<file path="src/rtl/soi_pkg.sv">
// soi_pkg: shared codes, widths and types for the segment/obstacle tester
// no dependencies; used by soi_if, segment_obstacle_intersect and soi_slab
`timescale 1ns / 1ps

package soi_pkg;

  localparam int COORD_WIDTH_DEF = 32;
  localparam int MODE_WIDTH      = 2;
  localparam int RADIUS_WIDTH    = 31;

  // obstacle kinds
  typedef enum logic [MODE_WIDTH-1:0] {
    MODE_LINE   = 2'd0,
    MODE_CIRCLE = 2'd1,
    MODE_BOX    = 2'd2,
    MODE_NONE   = 2'd3
  } mode_t;

  // per-axis slab status
  typedef struct packed {
    logic ok;       // slab does not rule the box out
    logic bounded;  // direction component nonzero
  } slab_flags_t;

endpackage

</file>
<file path="src/rtl/soi_slab.sv">
// soi_slab: one axis of the box slab test, entry/exit fraction setup
// depends on soi_pkg
`timescale 1ns / 1ps

module soi_slab #(
  parameter int COORD_WIDTH = soi_pkg::COORD_WIDTH_DEF
) (
  input  logic signed [COORD_WIDTH-1:0] lim_a,
  input  logic signed [COORD_WIDTH-1:0] lim_b,
  input  logic signed [COORD_WIDTH-1:0] start,
  input  logic signed [COORD_WIDTH:0]   dir,
  output logic signed [COORD_WIDTH:0]   t_entry,
  output logic signed [COORD_WIDTH:0]   t_exit,
  output logic signed [COORD_WIDTH:0]   t_den,
  output soi_pkg::slab_flags_t          flags
);

  localparam int W = COORD_WIDTH;

  logic signed [W-1:0] lo;
  logic signed [W-1:0] hi;
  logic signed [W:0]   lo_s;
  logic signed [W:0]   hi_s;
  logic signed [W:0]   s_lo;
  logic signed [W:0]   s_hi;

  // order the bounds
  assign lo = (lim_a < lim_b) ? lim_a : lim_b;
  assign hi = (lim_a < lim_b) ? lim_b : lim_a;

  assign lo_s = {lo[W-1], lo} - {start[W-1], start};
  assign hi_s = {hi[W-1], hi} - {start[W-1], start};
  assign s_lo = {start[W-1], start} - {lo[W-1], lo};
  assign s_hi = {start[W-1], start} - {hi[W-1], hi};

  // entry/exit numerators over a denominator that is positive when dir is nonzero
  always_comb begin
    flags.bounded = (dir != '0);
    flags.ok      = flags.bounded || ((lo <= start) && (start <= hi));
    if (dir[W]) begin
      t_entry = s_hi;
      t_exit  = s_lo;
      t_den   = -dir;
    end else begin
      t_entry = lo_s;
      t_exit  = hi_s;
      t_den   = dir;
    end
  end

endmodule

</file>
<file path="config.mk">
export PLATFORM = sky130hd
export DESIGN_NAME = soi_slab
export DESIGN_NICKNAME = d
export VERILOG_FILES = /design/src/rtl/soi_pkg.sv /design/src/rtl/soi_slab.sv
export SDC_FILE = /design/constraint.sdc
export NUM_CORES = 1
export LEC_CHECK = 0
export ABC_AREA = 0
export BUFFER_PORTS_ARGS = -buffer_cell sky130_fd_sc_hd__buf_2
export CAP_MARGIN = 30
export CORE_MARGIN = 3
export CORE_UTILIZATION = 55
export DETAILED_ROUTE_END_ITERATION = 8
export GPL_ROUTABILITY_DRIVEN = 1
export PLACE_DENSITY_LB_ADDON = 0.15
export SYNTH_ARGS = -nofsm -noshare
export SYNTH_HDL_FRONTEND = slang
export SYNTH_SLANG_ARGS = --single-unit
</file>
<file path="constraint.sdc">
create_clock -name vclk -period 9.66
set_input_delay 0.966 -clock vclk [all_inputs]
set_output_delay 0.966 -clock vclk [all_outputs]
set_load 0.05 [all_outputs]
</file>
==> out/summary.txt, run 1 <==
Routability cong.: 1.03
Mapped Cells: 1497
Clock buffers: 0
Synth-to-Final Area Change: 11.6%
DIE AREA: 21000 µm²
Dpl hpwl: 33300 µm
Via count: 12.3k
Hold Fails Final Rpt: 0
Synth Warn #: 0
CP bufs+invs: 5
Crit Path Class: input port to output pin
Seq_cells: 0
DR DRC count: 0
Ports: 230
Crit path DAT: 7.93 ns
CP startpoint kind: input port
Crit path largest cell delay: 0.81 ns
Max-slew violations: 0
Worst min path class: input port to output pin
Core Region: 18800 µm²
Adder-Cell Fraction of Synth Area: 19.6%
Reg area: 0 µm²
Tmin final: 8.90 ns
Sequential cell area fraction in the yosys report: 0%
1st-pass router iterations: 5
CP most frequent cell: a21o_1
CP max stage cell: a221oi_1
Most common cell after layout, fill and taps aside: buf_2
Average wire per standard cell: 21.0 µm
Mux contribution to synthesized area: 14.8%
RSZ-0062 raised after global routing: false
Max_cap viols: 0
Crit. Startpoint: lim_b[9]
Post-CTS setup buffer count: 0
Worst slew margin: 36.2%
Synth Cell Area: 10600 µm²
Yosys cell types: 77
Fmax: 0.112 GHz
Post-route ant nets: 0
Peak supply drop: 104 µV
Most frequent cells in the layout: 229 x buf_2, 160 x ha_1, 158 x a21oi_1, 106 x xnor2_1, 101 x inv_1
Largest family of logic cells by synthesized area: compound AO/OA/AOI/OAI gates
CP top delay family: compound AO/OA/AOI/OAI gates
Gr ovfl total: 0
PD cells: 141 nW/µm²
Via density: 6.43
Final instance area: 11900 µm²
Hold_buf cts: 0
Row cnt: 50
Outcome: complete, no violations
DR iter-0 viols: 1539
Die Width: 145 µm
Share of cells above drive strength 1: 20.1%
Tcrit/Tclk final: 92.1%
# setup viols final: 0
Required @ worst endpoint: 8.69 ns
Critical-path cell list: buf_2 > inv_1 > ha_1 > a21o_1 > a21o_1 > a221o_1 > a221oi_1 > o21ai_1 > a211oi_2 > a21oi_4 > buf_4 > mux2_2 > ha_1 > inv_1 > fa_1 > a21o_1 > a221oi_1 > nor2_1 > nor3_1 > o2111ai_1 > nand2_1 > xor2_1 > a21oi_1 > buf_2
Crit Path Max Fanout: 21
Die Span Y: 145 µm
Tightest Pin Transition: 0.957 ns
Compound-Gate Fraction of Synth Area: 31.3%
Setup TNS: 0 ns
Diode count: 0
Vias in the first global route: 11.3k
Total wire length: 40100 µm
Synth Area in Simple Gates: 15.7%
Syn_nets: 1790
Largest net degree at the start of global routing: 80
Critical Path End Type: output pin
Nets: 1946
Antenna violations before repair: 0
Syn Area/Cell: 7.10 µm²
Post-synthesis xor/xnor area fraction: 11.5%
HP Start: dir[24]
Initial Util: 56.4%
Pleak: 0.00586 µW
Post_cts resized: 0
Placed instance area: 11900 µm²
Gr usage total: 35.5%
IO Port Bufs: 230
First-pass GRT wire length: 62100 µm
==> metal layers <==
metal / share of wire (%) / routed length, µm / global-route usage [%]
met2: 45 / 17900 / 58.8
met1: 42 / 16900 / 49.0
met3: 9.7 / 3900 / 4.25
met4: 3.4 / 1370 / 9.17
met5: 0 / 0 / 0
==> logic make-up (layout without fill, tap and decap cells) <==
| kind of cell | Yosys count | after routing |
|---|---|---|
| xor+xnor | 140 | 140 |
| buf+inv | 191 | 345 |
| mux | 148 | 148 |
| simple gates | 337 | 337 |
| fa+ha+maj | 164 | 164 |
| compound gates | 517 | 517 |
==> through the flow <==
stage / hold WS [ns] / power (µW) / worst slack (ns) / std cells / utilization [%]
after floorplan: 2.10 / 1220 / 2.49 / 1497 / -
after global placement: 2.28 / 1630 / 1.16 / 1911 / 62.9
after detailed placement: 2.29 / 1630 / 1.15 / 1911 / 62.9
after CTS: 2.29 / 1640 / 1.09 / 1911 / 62.9
after global routing: 2.30 / 1770 / 0.620 / 1911 / 62.9
final: 2.29 / 1680 / 0.763 / 1911 / 62.9
==> cell usage after synthesis, types with 5 or more instances <==
library cell	n	area, µm²
ha_1	160	2000
a21oi_1	159	796
xnor2_1	106	928
inv_1	101	379
o21ai_0	99	495
nor2_1	96	360
nand2_1	89	334
mux2i_1	79	791
a21o_1	75	563
mux2_2	68	766
clkbuf_1	53	199
nand4_1	36	225
xor2_1	34	298
o21bai_1	33	248
nand3_1	22	110
buf_2	21	105
nor3_1	20	100
o21a_1	19	143
o31ai_1	19	143
a31oi_1	16	100
nand2b_1	15	93.8
a21boi_0	11	82.6
buf_1	11	41.3
or3_1	11	68.8
nor2b_1	10	62.6
o211ai_1	10	75.1
a211oi_1	8	60.1
or4_1	7	52.6
o22ai_1	6	37.5
and2_1	5	31.3
nor4_1	5	31.3
o41ai_1	5	43.8
==> final timing paths <==
check                          to  slack [ns]  cells past startpoint
worst max-delay path  t_entry[28]        0.76                     24
worst min-delay path    t_den[24]        2.29                      3
==> final cells by class <==
cell class | count | area (µm²)
inverters | 102 | 383
repair buffers | 243 | 1260
fillers | 1822 | 6980
well taps | 260 | 325
multi-input cells | 1306 | 9880
==> where the power goes <==
group / total, µW / leakage (µW) / internal [µW] / switching, µW
registers: 0 / 0 / 0 / 0
logic: 1680 / 0.00586 / 536 / 1140
clock network: 0 / 0 / 0 / 0
Power figures use the tool's default switching activity.
==> run 2, diff against run 1 <==
- CORE_UTILIZATION: 55 -> 25
==> run 2 against run 1 <==
  * Flip-flop and latch count is the same
  * Highest routed layer is now met5
  * Worst setup slack gained 0.50 ns
  * Die area is 110% higher
  * Non-clock buffer count unchanged
  * Design area increased by 2.9%
  * Total power is 2.7% higher
  * Critical path depth down 2
  * Clock-buffer cell count unchanged
  * Global-route usage down 15 points
==> out/summary.txt, run 2 (synthesis gave the netlist of run 1 again) <==
Fmax: 0.119 GHz (+5.9%)
Largest net degree at the start of global routing: 83 (+3.8%)
Clock buffers: 0 (unchanged)
Critical Path End Type: output pin
Max-slew violations: 0 (unchanged)
Gr usage total: 20.4% (-15 points)
PD cells: 141 nW/µm² (-0.19%)
Vias in the first global route: 11.5k (+1.9%)
Total wire length: 48600 µm (+21%)
Worst min path class: input port to output pin
Setup TNS: 0 ns (unchanged)
Crit path largest cell delay: 0.65 ns (-0.16 ns)
Most frequent cells in the layout: 229 x buf_2, 160 x ha_1, 158 x a21oi_1, 106 x xnor2_1, 101 x inv_1
Via count: 11.9k (-2.9%)
Die Width: 212 µm (+46%)
Most common cell after layout, fill and taps aside: buf_2
Synth-to-Final Area Change: 14.8%
Core Region: 41400 µm² (+120%)
Critical-path cell list: buf_2 > inv_1 > ha_1 > a21o_1 > a21o_1 > a221o_1 > a221oi_1 > o21ai_1 > a211oi_2 > a21oi_4 > buf_12 > mux2_2 > ha_1 > nand4_4 > or4_1 > a221oi_1 > a211oi_2 > nor2_2 > o41ai_2 > and4_1 > or4_1 > buf_2
Die Span Y: 212 µm (+46%)
Nets: 1946 (unchanged)
# setup viols final: 0 (unchanged)
Row cnt: 74 (+48%)
CP max stage cell: a221oi_1
Post-CTS setup buffer count: 0 (unchanged)
Max_cap viols: 0 (unchanged)
Fill cells: 4626 (+150%)
Worst slew margin: 24.5% (-12 points)
Initial Util: 25.7% (-31 points)
Tightest Pin Transition: 1.13 ns (+0.176 ns)
Gr ovfl total: 0 (unchanged)
First-pass GRT wire length: 71800 µm (+16%)
Crit Path Max Fanout: 82 (+290%)
Post_cts resized: 0 (unchanged)
Pleak: 0.00586 µW (about the same)
Tmin final: 8.40 ns (-0.498 ns)
Tcrit/Tclk final: 87.0% (-5.2 points)
RSZ-0062 raised after global routing: false
Required @ worst endpoint: 8.69 ns (about the same)
Hold_buf cts: 0 (unchanged)
Hold Fails Final Rpt: 0 (unchanged)
Crit Path Class: input port to output pin
Post-route ant nets: 0 (unchanged)
Crit path DAT: 7.43 ns (-0.50 ns)
Reg area: 0 µm² (unchanged)
Outcome: complete, no violations
Routability cong.: 0.916 (-11%)
Average wire per standard cell: 22.2 µm (+6.0%)
CP top delay family: compound AO/OA/AOI/OAI gates
Final instance area: 12200 µm² (+2.9%)
Placed instance area: 12200 µm² (+2.9%)
DIE AREA: 45000 µm² (+110%)
Dpl hpwl: 41100 µm (+23%)
DR DRC count: 0 (unchanged)
CP bufs+invs: 4 (-1)
Share of cells above drive strength 1: 20.1% (unchanged)
Via density: 5.46 (-15%)
IO Port Bufs: 230 (unchanged)
1st-pass router iterations: 5 (unchanged)
Peak supply drop: 85.9 µV (-17%)
DR iter-0 viols: 955 (-38%)
Antenna violations before repair: 3 (+3)
CP startpoint kind: input port
Ports: 230 (unchanged)
Seq_cells: 0 (unchanged)
run 2: path summary, 6_finish.rpt:
kind | to | cells past startpoint | slack [ns] | from
setup / recovery | t_entry[31] | 22 | 1.26 | lim_b[9]
hold / removal | t_den[0] | 2 | 2.28 | dir[0]
run 2: where the power goes:
part	internal [µW]	switching [µW]
logic	537	1180
registers	0	0
clock network	0.0000277	0
run 2: layout make-up:
type                            count  area, µm²  share of cell area [%]
Multi-Input combinational cell   1306       9880                    81.0
Timing Repair Buffer              243       1260                    10.4
Tap cell                          532        666                    5.46
Inverter                          102        383                    3.14
Antenna cell                        2       5.00                  0.0410
run 2: through the flow:
stage / hold slack [ns] / cells / worst slack (ns) / total power (µW) / util, %
4_1_cts: 2.29 / 2183 / 1.37 / 1710 / 29.5
5_1_grt: 2.30 / 2183 / 0.889 / 1840 / 29.5
3_5_place_dp: 2.28 / 2183 / 1.40 / 1700 / 29.5
6_report: 2.28 / 2185 / 1.26 / 1720 / 29.5
3_3_place_gp: 2.28 / 2183 / 1.45 / 1710 / 29.5
2_1_floorplan: 2.10 / 1497 / 2.49 / 1220 / -
run 2: per-layer routing:
layer	up-vias	share of wire, %	GRT usage, %
met3	50	5.2	1.61
li1	5757	-	-
met2	419	46	34.9
met4	2	1.9	3.26
met5	-	0.027	0
met1	5710	47	28.5
==> run 3, diff against run 2 <==
==> constraint.sdc (replaced) <==
create_clock -name vclk -period 9.66
set_input_delay 1.449 -clock vclk [all_inputs]
set_output_delay 1.449 -clock vclk [all_outputs]
set_load 0.05 [all_outputs]
==> run 3 against run 2 <==
  * Fmax decreased by 7.8%
  * Global-route usage about the same
  * Final cell count grew 1.8%
  * Total power increased by 2.6%
  * Utilization rose by 0.75 points
  * Wire length decreased by 0.49%
  * Flip-flop and latch count unchanged
  * Design area grew 2.5%
  * Combinational power is 3% higher
  * Hold slack gained 0.97 ns
  * Critical path type unchanged
  * Critical endpoint unchanged
  * Largest cell class unchanged
  * Largest power group unchanged
  * Highest routed layer unchanged
==> out/summary.txt, run 3 (synthesis gave the netlist of run 1 again) <==
IO Port Bufs: 230 (unchanged)
Crit Path Max Fanout: 64 (-22%)
Tmin final: 9.11 ns (+0.708 ns)
Pleak: 0.00606 µW (+3.3%)
Critical-path cell list: buf_2 > inv_1 > ha_1 > a21o_1 > a21o_1 > a221o_1 > a221oi_1 > o21ai_1 > a211oi_2 > a21oi_4 > buf_12 > mux2_2 > ha_1 > nand4_4 > or4_1 > a221oi_1 > a211oi_2 > nor2_2 > o41ai_2 > buf_4 > and4_1 > or4_1 > buf_2
Via count: 12.0k (+0.89%)
Worst min path class: input port to output pin
Most common cell after layout, fill and taps aside: buf_2
Tightest Pin Transition: 0.990 ns (-0.143 ns)
Tcrit/Tclk final: 94.3% (+7.3 points)
Multi-input gate area: 9880 µm² (unchanged)
Critical Path End Type: output pin
First-pass GRT wire length: 71800 µm (about the same)
Initial Util: 25.7% (unchanged)
Core Region: 41400 µm² (unchanged)
CP max stage cell: or4_1
Total wire length: 48300 µm (-0.49%)
Average wire per standard cell: 21.7 µm (-2.2%)
Nets: 1986 (+2.1%)
Max_cap viols: 0 (unchanged)
Reg area: 0 µm² (unchanged)
Required @ worst endpoint: 8.21 ns (-0.48 ns)
Crit path largest cell delay: 0.56 ns (-0.09 ns)
Synth-to-Final Area Change: 17.7%
Gr ovfl total: 0 (unchanged)
Dpl hpwl: 41300 µm (+0.33%)
Worst slew margin: 34.0% (+9.5 points)
Fill cells: 4652 (+0.56%)
Post-route ant nets: 0 (unchanged)
Largest net degree at the start of global routing: 86 (+3.6%)
DR iter-0 viols: 1009 (+5.7%)
# setup viols final: 0 (unchanged)
Met2 WL: 22600 µm (+0.95%)
Die Span Y: 212 µm (unchanged)
Setup TNS: 0 ns (unchanged)
Outcome: complete, no violations
Share of cells above drive strength 1: 22.0% (+1.9 points)
Crit path DAT: 7.66 ns (+0.23 ns)
M1 WL: 22200 µm (-2.1%)
Routability cong.: 0.908 (-0.93%)
Peak supply drop: 90.9 µV (+5.8%)
Most frequent cells in the layout: 229 x buf_2, 160 x ha_1, 158 x a21oi_1, 106 x xnor2_1, 101 x inv_1
Ports: 230 (unchanged)
Gr usage total: 20.4% (-0.048 points)
Fmax: 0.110 GHz (-7.8%)
Die Width: 212 µm (unchanged)
DR top layer: met5
Finished Layout Cells: 2224 (+1.8%)
Max-slew violations: 0 (unchanged)
Via density: 5.42 (-0.88%)
CP startpoint kind: input port
Placed Cells incl. Taps: 2223 (+1.8%)
DR DRC count: 0 (unchanged)
DIE AREA: 45000 µm² (unchanged)
Antenna violations before repair: 3 (unchanged)
Overall power: 1770 µW (+2.6%)
Crit Path Class: input port to output pin
Seq_cells: 0 (unchanged)
Post_cts resized: 0 (unchanged)
PD cells: 141 nW/µm² (about the same)
1st-pass router iterations: 8 (+3)
Row cnt: 74 (unchanged)
Routed length on met3: 2700 µm (+7.4%)
Vias in the first global route: 11.6k (+0.76%)
Hold Fails Final Rpt: 0 (unchanged)
Post-CTS setup buffer count: 0 (unchanged)
Hold_buf cts: 0 (unchanged)
Clock buffers: 0 (unchanged)
RSZ-0062 raised after global routing: false
-- run 3: cell types whose count changed in the layout (fill, tap and decap cells not counted) --
cell / change
buf_4: +39
buf_12: +1
diode_2: -1
-- run 3: per-stage QoR --
step	hold WS (ns)	setup WS [ns]	utilization, %	area (µm²)
6_report	3.25	0.552	30.2	12500
2_1_floorplan	3.07	1.53	-	10600
3_3_place_gp	3.25	0.833	30.2	12500
5_1_grt	3.27	0.300	30.2	12500
4_1_cts	3.25	0.664	30.2	12500
3_5_place_dp	3.25	0.686	30.2	12500
-- run 3: layout make-up --
class | count | share of cell area [%]
inverter | 102 | 3.06
timing repair buffer | 283 | 12.6
multi-input combinational | 1306 | 79.0
antenna | 1 | 0.0200
tap | 532 | 5.32
-- run 3: report_power, final --
part           switching, µW  internal (µW)   leakage (µW)
combinational           1190            574        0.00606
sequential                 0              0              0
clock                      0      0.0000139  0.00000000634
total                   1190            574        0.00606
-- run 3: worst paths after layout --
kind / from / endpoint / slack (ns) / cells after the start
worst max-delay path: lim_b[9] / t_entry[31] / 0.55 / 23
worst min-delay path: dir[0] / t_den[0] / 3.25 / 2
-- run 3: critical path, delay by kind of cell --
family	cells	cell delay, ns
AND/OR/NAND/NOR	5	1.59
buffers and inverters	5	0.80
multiplexers	1	0.35
adder cells (fa/ha/maj)	2	0.82
AO/OA/AOI/OAI	10	2.56
-- run 3: layer usage --
metal	vias up	GRT usage [%]
li1	5824	-
met1	5703	28.4
met2	465	35.6
met3	50	1.09
met4	2	2.45
met5	-	0
